[src/sv/u8u16_pkg.sv]
// ----------------------------------------------------------------------------
// u8u16_pkg
// Shared types and constants of the UTF-8 to UTF-16 transcoder.
// ----------------------------------------------------------------------------
`default_nettype none

package u8u16_pkg;

  // Default depth of the queue between front and back
  localparam int unsigned QUEUE_DEPTH = 4;

  // Result status codes
  typedef enum logic [2:0] {
    ST_OK       = 3'd0,
    ST_BAD_LEAD = 3'd1,
    ST_BAD_CONT = 3'd2,
    ST_TRUNC    = 3'd3,
    ST_RANGE    = 3'd4,
    ST_END      = 3'd5
  } status_t;

  // Code point limits
  localparam logic [20:0] SURR_LO   = 21'h00D800;
  localparam logic [20:0] SURR_HI   = 21'h00DFFF;
  localparam logic [20:0] POINT_MAX = 21'h10FFFF;
  localparam logic [20:0] PAIR_BASE = 21'h010000;

  // Upper six bits of high and low surrogates
  localparam logic [5:0] HI_SURR_TAG = 6'b110110;
  localparam logic [5:0] LO_SURR_TAG = 6'b110111;

  // One classified request between front and back.
  // pair: val holds point - 0x10000 and gives two units.
  // otherwise: val[15:0] holds the unit (zero for errors).
  typedef struct packed {
    logic        pair;
    logic [19:0] val;
    status_t     status;
    logic        last;
  } entry_t;

endpackage

`default_nettype wire

[src/sv/u8u16_front.sv]
// ----------------------------------------------------------------------------
// u8u16_front
// Accepts UTF-8 bytes, keeps the decode state and pushes one classified
// request per byte that produces results.
// ----------------------------------------------------------------------------
`default_nettype none

module u8u16_front
  import u8u16_pkg::*;
(
  input  wire logic       clk,
  input  wire logic       rst_n,
  input  wire logic       in_valid,
  input  wire logic [7:0] in_byte,
  input  wire logic       in_last,
  input  wire logic       q_full,
  output logic            in_stall,
  output logic            push,
  output entry_t          push_entry
);

  logic [20:0] acc_r, acc_nxt;
  logic [1:0]  pend_r, pend_nxt;
  logic        skip_r, skip_nxt;

  logic        accept;
  logic        err;
  status_t     err_code;
  logic        done;
  logic [20:0] cp;
  logic [20:0] cont_cp;
  logic [19:0] cp_off;
  logic        want_push;

  assign in_stall = q_full;
  assign accept   = in_valid && !q_full;
  assign push     = accept && want_push;

  // Accumulator shifted by one continuation byte
  assign cont_cp = {acc_r[14:0], in_byte[5:0]};
  // Offset above the pair base; only used for points 0x10000..0x10FFFF
  assign cp_off  = cp[19:0] - PAIR_BASE[19:0];

  // Decode one byte
  always_comb begin
    acc_nxt    = acc_r;
    pend_nxt   = pend_r;
    skip_nxt   = skip_r;
    want_push  = 1'b0;
    push_entry = '0;
    err        = 1'b0;
    err_code   = ST_OK;
    done       = 1'b0;
    cp         = '0;

    if (skip_r) begin
      // dropping bytes until the end of the string
      if (in_last) begin
        want_push         = 1'b1;
        push_entry.status = ST_END;
        push_entry.last   = 1'b1;
        acc_nxt           = '0;
        pend_nxt          = '0;
        skip_nxt          = 1'b0;
      end
    end else begin
      if (pend_r == 2'd0) begin
        // lead byte
        if (in_byte inside {[8'h00:8'h7F]}) begin
          cp   = {13'd0, in_byte};
          done = 1'b1;
        end else if (in_byte inside {[8'hC0:8'hDF]}) begin
          acc_nxt  = {16'd0, in_byte[4:0]};
          pend_nxt = 2'd1;
        end else if (in_byte inside {[8'hE0:8'hEF]}) begin
          acc_nxt  = {17'd0, in_byte[3:0]};
          pend_nxt = 2'd2;
        end else if (in_byte inside {[8'hF0:8'hF7]}) begin
          acc_nxt  = {18'd0, in_byte[2:0]};
          pend_nxt = 2'd3;
        end else begin
          err      = 1'b1;
          err_code = ST_BAD_LEAD;
        end
      end else begin
        // continuation byte must be 10xxxxxx
        if (in_byte[7:6] != 2'b10) begin
          err      = 1'b1;
          err_code = ST_BAD_CONT;
        end else begin
          acc_nxt  = cont_cp;
          pend_nxt = pend_r - 2'd1;
          if (pend_r == 2'd1) begin
            cp   = cont_cp;
            done = 1'b1;
          end
        end
      end

      // string cut short
      if (!err && !done && (pend_nxt != 2'd0) && in_last) begin
        err      = 1'b1;
        err_code = ST_TRUNC;
      end

      // completed point
      if (done) begin
        acc_nxt = '0;
        if ((cp >= SURR_LO && cp <= SURR_HI) || cp > POINT_MAX) begin
          err      = 1'b1;
          err_code = ST_RANGE;
        end else begin
          want_push         = 1'b1;
          push_entry.status = ST_OK;
          push_entry.last   = in_last;
          if (cp[20:16] != 5'd0) begin
            push_entry.pair = 1'b1;
            push_entry.val  = cp_off;
          end else begin
            push_entry.val  = {4'd0, cp[15:0]};
          end
        end
      end

      if (err) begin
        want_push         = 1'b1;
        push_entry        = '0;
        push_entry.status = err_code;
        push_entry.last   = in_last;
        acc_nxt           = '0;
        pend_nxt          = '0;
        skip_nxt          = !in_last;
      end
    end
  end

  // Decode state
  always_ff @(posedge clk) begin
    if (!rst_n) begin
      acc_r  <= '0;
      pend_r <= '0;
      skip_r <= 1'b0;
    end else if (accept) begin
      acc_r  <= acc_nxt;
      pend_r <= pend_nxt;
      skip_r <= skip_nxt;
    end
  end

endmodule

`default_nettype wire

[src/sv/u8u16_queue.sv]
// ----------------------------------------------------------------------------
// u8u16_queue
// Short first-in first-out queue of classified requests.
// ----------------------------------------------------------------------------
`default_nettype none

module u8u16_queue
  import u8u16_pkg::*;
#(
  parameter int unsigned DEPTH = QUEUE_DEPTH
) (
  input  wire logic   clk,
  input  wire logic   rst_n,
  input  wire logic   push,
  input  wire entry_t push_entry,
  input  wire logic   pop,
  output logic        full,
  output logic        empty,
  output entry_t      head
);

  localparam int unsigned PW = (DEPTH > 1) ? $clog2(DEPTH) : 1;
  localparam int unsigned CW = $clog2(DEPTH + 1);
  localparam logic [PW-1:0] LAST_IDX = PW'(DEPTH - 1);
  localparam logic [CW-1:0] FULL_CNT = CW'(DEPTH);

  entry_t        slot_r [DEPTH];
  logic [PW-1:0] wr_r, wr_nxt;
  logic [PW-1:0] rd_r, rd_nxt;
  logic [CW-1:0] cnt_r, cnt_nxt;

  assign full  = (cnt_r == FULL_CNT);
  assign empty = (cnt_r == '0);
  assign head  = slot_r[rd_r];

  // Pointer and count update
  always_comb begin
    wr_nxt  = wr_r;
    rd_nxt  = rd_r;
    cnt_nxt = cnt_r;
    if (push) begin
      wr_nxt = (wr_r == LAST_IDX) ? '0 : wr_r + PW'(1);
    end
    if (pop) begin
      rd_nxt = (rd_r == LAST_IDX) ? '0 : rd_r + PW'(1);
    end
    if (push && !pop) begin
      cnt_nxt = cnt_r + CW'(1);
    end else if (pop && !push) begin
      cnt_nxt = cnt_r - CW'(1);
    end
  end

  always_ff @(posedge clk) begin
    if (!rst_n) begin
      wr_r  <= '0;
      rd_r  <= '0;
      cnt_r <= '0;
    end else begin
      wr_r  <= wr_nxt;
      rd_r  <= rd_nxt;
      cnt_r <= cnt_nxt;
    end
  end

  // Storage
  always_ff @(posedge clk) begin
    if (push) begin
      slot_r[wr_r] <= push_entry;
    end
  end

endmodule

`default_nettype wire

[src/sv/u8u16_back.sv]
// ----------------------------------------------------------------------------
// u8u16_back
// Drains classified requests and emits UTF-16 results from an output
// register, splitting surrogate pairs over two results.
// ----------------------------------------------------------------------------
`default_nettype none

module u8u16_back
  import u8u16_pkg::*;
(
  input  wire logic   clk,
  input  wire logic   rst_n,
  input  wire logic   q_empty,
  input  wire entry_t q_head,
  output logic        pop,
  output logic        out_valid,
  input  wire logic   out_stall,
  output logic [15:0] out_unit,
  output logic [2:0]  out_status,
  output logic        out_run_last,
  output logic        out_string_end
);

  logic        valid_r;
  logic        second_r, second_nxt;
  logic [15:0] unit_r, unit_nxt;
  status_t     status_r, status_nxt;
  logic        rl_r, rl_nxt;
  logic        se_r, se_nxt;
  logic        load;
  logic        have;

  assign out_valid      = valid_r;
  assign out_unit       = unit_r;
  assign out_status     = status_r;
  assign out_run_last   = rl_r;
  assign out_string_end = se_r;

  // Output register free to take a new result
  assign load = !valid_r || !out_stall;
  assign have = !q_empty;

  // Pick the next result from the queue head
  always_comb begin
    pop        = 1'b0;
    second_nxt = second_r;
    unit_nxt   = unit_r;
    status_nxt = status_r;
    rl_nxt     = rl_r;
    se_nxt     = se_r;
    if (load && have) begin
      status_nxt = q_head.status;
      if (second_r) begin
        // low surrogate closes the pair
        unit_nxt   = {LO_SURR_TAG, q_head.val[9:0]};
        rl_nxt     = 1'b1;
        se_nxt     = q_head.last;
        second_nxt = 1'b0;
        pop        = 1'b1;
      end else if (q_head.pair) begin
        // high surrogate; entry stays for its second half
        unit_nxt   = {HI_SURR_TAG, q_head.val[19:10]};
        rl_nxt     = 1'b0;
        se_nxt     = 1'b0;
        second_nxt = 1'b1;
      end else begin
        unit_nxt   = q_head.val[15:0];
        rl_nxt     = 1'b1;
        se_nxt     = q_head.last;
        pop        = 1'b1;
      end
    end
  end

  // Control
  always_ff @(posedge clk) begin
    if (!rst_n) begin
      valid_r  <= 1'b0;
      second_r <= 1'b0;
    end else if (load) begin
      valid_r  <= have;
      second_r <= second_nxt;
    end
  end

  // Payload
  always_ff @(posedge clk) begin
    unit_r   <= unit_nxt;
    status_r <= status_nxt;
    rl_r     <= rl_nxt;
    se_r     <= se_nxt;
  end

endmodule

`default_nettype wire

[src/sv/utf8_to_utf16_transcoder.sv]
// ----------------------------------------------------------------------------
// utf8_to_utf16_transcoder
// UTF-8 byte stream in, UTF-16 code units and error status out.
//
// Input channel (in_valid / in_stall): one UTF-8 byte per request, with
// in_string_last set on the final byte of a string. Output channel
// (out_valid / out_stall): one UTF-16 unit or one error/end status per
// request; a point above 0xFFFF gives two requests (high then low
// surrogate). out_run_last marks the last result of a byte, out_string_end
// the last result of a string.
// Throughput: one byte per cycle unless in_stall; a pair keeps its queue
// entry until both surrogates are out. The front decodes a byte in the
// cycle it is accepted and queues it; results pass the queue, then the
// output register. When the receiver stalls the output register holds and
// the queue fills; in_stall rises once the queue (QDEPTH entries) is full.
// Reset empties the queue and clears the decode state; no result is pending.
// ----------------------------------------------------------------------------
`default_nettype none

module utf8_to_utf16_transcoder
  import u8u16_pkg::*;
#(
  parameter int unsigned QDEPTH = QUEUE_DEPTH
) (
  input  wire logic        clk,
  input  wire logic        rst_n,
  input  wire logic        in_valid,
  output logic             in_stall,
  input  wire logic [7:0]  in_byte,
  input  wire logic        in_string_last,
  output logic             out_valid,
  input  wire logic        out_stall,
  output logic [15:0]      out_unit,
  output logic [2:0]       out_status,
  output logic             out_run_last,
  output logic             out_string_end
);

  logic   q_push;
  entry_t q_in;
  logic   q_pop;
  logic   q_full;
  logic   q_empty;
  entry_t q_head;

  // Front: accept and classify
  u8u16_front u_front (
    .clk        (clk),
    .rst_n      (rst_n),
    .in_valid   (in_valid),
    .in_byte    (in_byte),
    .in_last    (in_string_last),
    .q_full     (q_full),
    .in_stall   (in_stall),
    .push       (q_push),
    .push_entry (q_in)
  );

  // Queue between the two halves
  u8u16_queue #(
    .DEPTH (QDEPTH)
  ) u_queue (
    .clk        (clk),
    .rst_n      (rst_n),
    .push       (q_push),
    .push_entry (q_in),
    .pop        (q_pop),
    .full       (q_full),
    .empty      (q_empty),
    .head       (q_head)
  );

  // Back: emit results
  u8u16_back u_back (
    .clk            (clk),
    .rst_n          (rst_n),
    .q_empty        (q_empty),
    .q_head         (q_head),
    .pop            (q_pop),
    .out_valid      (out_valid),
    .out_stall      (out_stall),
    .out_unit       (out_unit),
    .out_status     (out_status),
    .out_run_last   (out_run_last),
    .out_string_end (out_string_end)
  );

endmodule

`default_nettype wire
[config.mk]
export PLATFORM = sky130hd
export DESIGN_NAME = utf8_to_utf16_transcoder
export DESIGN_NICKNAME = d
export VERILOG_FILES = /design/src/sv/u8u16_pkg.sv /design/src/sv/u8u16_front.sv /design/src/sv/u8u16_queue.sv /design/src/sv/u8u16_back.sv /design/src/sv/utf8_to_utf16_transcoder.sv
export SDC_FILE = /design/constraint.sdc
export NUM_CORES = 1
export LEC_CHECK = 0
export BUFFER_PORTS_ARGS = -buffer_cell sky130_fd_sc_hd__buf_2
export CORE_MARGIN = 2
export CORE_UTILIZATION = 60
export DETAILED_ROUTE_END_ITERATION = 12
export GPL_TIMING_DRIVEN = 0
export PLACE_DENSITY_LB_ADDON = 0.05
export SYNTH_ARGS = -nofsm -noshare
export SYNTH_HDL_FRONTEND = slang
export SYNTH_SLANG_ARGS = --single-unit
export TNS_END_PERCENT = 5
[constraint.sdc]
create_clock -name clk -period 4.7 [get_ports clk]
set_input_delay 0.94 -clock clk [delete_from_list [all_inputs] [get_ports clk]]
set_output_delay 0.94 -clock clk [all_outputs]
set_load 0.01 [all_outputs]
==> impl_summary.txt <==
----------------------------------------------------
[STA]
  Max Slew Vio Count ... 0
  Total setup violations reported at the end of the flow ... 0
  Worst-margin pin slew ... ~1300 ps
  Relative slew slack ... about a tenth
  Final Cycle Share ... roughly three quarters
  Hold Worst Slack ... 485.5 ps
  Least setup slack across all paths after layout ... around 1200 ps
  Final-layout setup total negative slack ... 0 ps
  Achievable frequency ... 0.2884 GHz
  Hold violation count in the final report ... 0
  Unrepaired setup endpoints after global routing ... false
  Final min period ... roughly 3500 ps
  Final Skew ... slightly above 8 ps

[Place]
  Count of input and output buffers ... 34
  Placement Setup Slack ... a little over 800 ps
  Final Wtd Congestion ... between 0.8 and 0.9
  Detailed placer's ending HPWL ... around 7.5 mm

[Critical path]
  Number of cells on the worst reg-to-reg path ... 9
  Required time worst endpoint ... approximately 4800 ps
  Startpoint type of the worst setup path ... register
  Crit path max fanout ... 25
  Type of destination of the critical path ... register
  Reg2reg setup slack ... 1230 ps
  Terminus of the critical flop-to-flop path ... u_queue.slot_r[3][15]
  Launching instance or port of the critical path ... u_front.pend_r[0]
  Category of the most critical setup path ... reg -> reg
  Critical R2R Launch ... u_front.pend_r[0]
  Arrival @ worst endpoint ... 3600 ps

[Logic synthesis]
  Fraction of synthesis flops using an asynchronous set or reset pin ... 0%
  Average size of a mapped cell ... ~16 um^2
  Number of synthesized register bits ... 150
  Distinct cells, synth ... 56
  Synthesized area ... approximately 6200 um^2
  Number of instances in the synthesized netlist ... 379
  Arithmetic-cell share of the synthesized area counting full adders, half adders and majority gates ... 2.135%
  Top post-synthesis cells by count ... sky130_fd_sc_hd__edfxtp_1, sky130_fd_sc_hd__dfxtp_1, sky130_fd_sc_hd__nand2_1, sky130_fd_sc_hd__and2_1, sky130_fd_sc_hd__mux4_2
  Synthesized Nets ... around 400
  Number of flops mapped to enable cells by yosys ... 121
  Top-count cell post-synth ... sky130_fd_sc_hd__edfxtp_1
  Parity-gate share of the synthesized area counting xor and xnor cells ... less than 1%
  Area fraction in and, or, nand and nor cells after synthesis ... a little over 8%
  Main area contributors after synthesis ... sky130_fd_sc_hd__edfxtp_1, sky130_fd_sc_hd__dfxtp_1, sky130_fd_sc_hd__mux4_2, sky130_fd_sc_hd__and2_1, sky130_fd_sc_hd__a22o_1
  Proportion of synthesized chip area in sequential cells ... 67.82%
  Fraction of synthesized area in multiplexers ... 11.70%
  Main combinational cell family by area after synthesis ... multiplexers
  Ys flop type ... sky130_fd_sc_hd__edfxtp_1
  Synth Area in Compound Gates ... slightly above 7%
  Cell type contributing the most total cell area after synthesis ... sky130_fd_sc_hd__edfxtp_1
  Top-area cell type share of the netlist area ... around three fifths
  Number of warning messages in the yosys log ... 0

[Floorplanning]
  Core area ... between 10000 and 15000 um^2
  Boundary Pins ... 36
  Initial Utilization ... 61.01%
  Site row count ... 37
  Die boundary height ... about 110 um
  Area of the die ... 11190 um^2
  Overall die width ... 105.8 um

[Clock tree]
  Buffer cell driving the clock tree root ... sky130_fd_sc_hd__clkbuf_8
  Hold buffer count at CTS ... 0
  Worst-case clock buffer depth ... 2
  Clock-pin transition on the worst setup and hold timing paths ... roughly 60 ps
  TritonCTS Buffers ... 17
  Number of H-tree branching levels ... 4
  Clk sinks ... 150
  Latest clock arrival within the worst-skew pair ... 530 ps
  Number of gates resized after cts ... 0
  Buffer count from post-CTS setup fixing ... 0
  CTS tree ... yes

[Worst hold path]
  Min-delay worst type ... reg -> reg
  Hold_sp ... u_front.pend_r[1]
  Worst Hold Depth ... 2
  Worst hold path endpoint ... u_front.pend_r[1]

[Drt]
  Wire per inst ... about 19 um
  DR DRC count ... 0
  Drt first-iter violations ... 197
  Post-route ant nets ... 0
  Via Count ... around 3400
  Drt first pass iters ... 4
  Number of vias per cell ... 5.799
  Total routed wirelength ... around 11 mm

[Power and ir drop]
  Leakage power figure ... roughly 0.0025 uW
  VDD IR-drop max ... 0.0003397 V
  Power density over the cells ... 564.4 nW/um^2

[Job]
  Reported max-cap violation count ... 0

[Global route]
  Grt total ovfl ... 0
  Maximum number of pins on one net before global-route repair ... 26
  Antenna violations before repair ... 0
  Overall Global Routing Usage ... approximately 23%
  Number of global-route vias before repair ... approximately 3500
  Wire length of the first global-routing pass ... 18.41 mm

[Run status]
  Status ... complete, no violations

[Final layout]
  Area growth from synthesis to layout ... 15.26%
  Number of filler cells placed in the layout ... 681
  Antenna cells ... 0
  Layout net count ... approximately 460
  Share of layout cells above drive strength 1 ... approximately 28%

----------------------------------------------------
-- cells in the final DEF, fill, tap and decap left out, types with 3 or more instances in the layout --
| master | instances |
|---|---|
| sky130_fd_sc_hd__ha_1 | 9 |
| sky130_fd_sc_hd__clkbuf_16 | 16 |
| sky130_fd_sc_hd__buf_2 | 39 |
| sky130_fd_sc_hd__and2_1 | 20 |
| sky130_fd_sc_hd__or3_1 | 5 |
| sky130_fd_sc_hd__buf_6 | 3 |
| sky130_fd_sc_hd__nand2_1 | 25 |
| sky130_fd_sc_hd__mux2_2 | 10 |
| sky130_fd_sc_hd__a21boi_0 | 4 |
| sky130_fd_sc_hd__o21ai_0 | 8 |
| sky130_fd_sc_hd__inv_6 | 5 |
| sky130_fd_sc_hd__clkbuf_1 | 7 |
| sky130_fd_sc_hd__nor2_1 | 12 |
| sky130_fd_sc_hd__mux2i_1 | 4 |
| sky130_fd_sc_hd__edfxtp_1 | 121 |
| sky130_fd_sc_hd__nand3_1 | 4 |
| sky130_fd_sc_hd__mux4_2 | 22 |
| sky130_fd_sc_hd__nor3_1 | 3 |
| sky130_fd_sc_hd__nor2b_1 | 3 |
| sky130_fd_sc_hd__mux4_1 | 3 |
| sky130_fd_sc_hd__a22o_1 | 13 |
| sky130_fd_sc_hd__a21oi_1 | 9 |
| sky130_fd_sc_hd__inv_1 | 15 |
| sky130_fd_sc_hd__clkinvlp_4 | 5 |
| sky130_fd_sc_hd__dfxtp_1 | 29 |
-- logic make-up (layout without fill, tap and decap cells) --
kind of cell | after synthesis | after routing
adders and majority gates | 10 | 10
and+or+nand+nor | 91 | 91
DFF | 150 | 150
AOI/OAI and AO/OA | 55 | 55
xor gates and xnor gates | 3 | 3
buffers and inverters | 31 | 99
muxes | 39 | 39
-- worst max-delay path, stage by stage (launching register included) --
cell and delay, ps:
sky130_fd_sc_hd__dfxtp_1 420, sky130_fd_sc_hd__inv_1 120, sky130_fd_sc_hd__ha_1 220, sky130_fd_sc_hd__buf_2 180, sky130_fd_sc_hd__nor3b_2 340, sky130_fd_sc_hd__a221oi_2 190, sky130_fd_sc_hd__a21oi_4 250, sky130_fd_sc_hd__o21a_1 130
sky130_fd_sc_hd__buf_2 170, sky130_fd_sc_hd__and2_1 1040
-- flip-flops by register name, summed over array words and instances, names as in the netlist, named ones only --
signal	count
u_back.out_unit	16
u_front.skip_r	1
u_back.out_string_end	1
u_back.out_status	3
u_queue.rd_r	2
u_front.acc_r	15
u_queue.cnt_r	3
u_queue.slot_r	100
u_queue.wr_r	2
u_back.out_valid	1
u_back.second_r	1
u_back.out_run_last	1
u_front.pend_r	2
-- how the worst max path moves through the flow --
stage	slack (ps)	endpoint
floorplan	1150	u_queue.cnt_r[2]
global placement	20	u_queue.cnt_r[2]
detailed placement	810	u_queue.slot_r[0][9]
CTS	1140	u_queue.slot_r[0][14]
global route	960	u_queue.slot_r[3][9]
finish	1230	u_queue.slot_r[3][15]
-- layout make-up --
class	instances	area, um^2	share of cell area (%)
flip-flops and latches	150	4214	58.84
multi-input cells	198	1857	25.93
clock buffers	17	414.1	5.783
repair buffers	36	212.7	2.970
well taps	136	170.2	2.376
clock inverters	15	145.1	2.027
plain buffers	16	92.59	1.293
inverters	15	56.30	0.7862
-- where the power goes --
group	internal, uW	switching (uW)	total (uW)	leakage [uW]
Combinational	486	514	999	0.000896
Clock	713	549	1260	0.000260
Sequential	1710	66.8	1780	0.00135
Total	2910	1130	4040	0.00251
-- metrics by stage --
step | total power [uW] | area (um^2) | utilization, % | std cells
2_1_floorplan | 2520 | 6213 | - | 379
3_3_place_gp | 2784 | 6554 | 64.35 | 549
3_5_place_dp | 2822 | 6573 | 64.53 | 550
4_1_cts | 4079 | 7132 | 70.02 | 582
5_1_grt | 4247 | 7162 | 70.32 | 583
6_report | 4042 | 7162 | 70.32 | 583
-- layer usage --
layer	GRT usage [%]	wire, um	share of wire [%]
met1	30.11	4804	43
met2	35.90	5658	50
met3	5.442	559	5.0
met4	9.586	189	1.7
met5	0	0	0
Note: power is estimated with default switching activity, not from simulation.
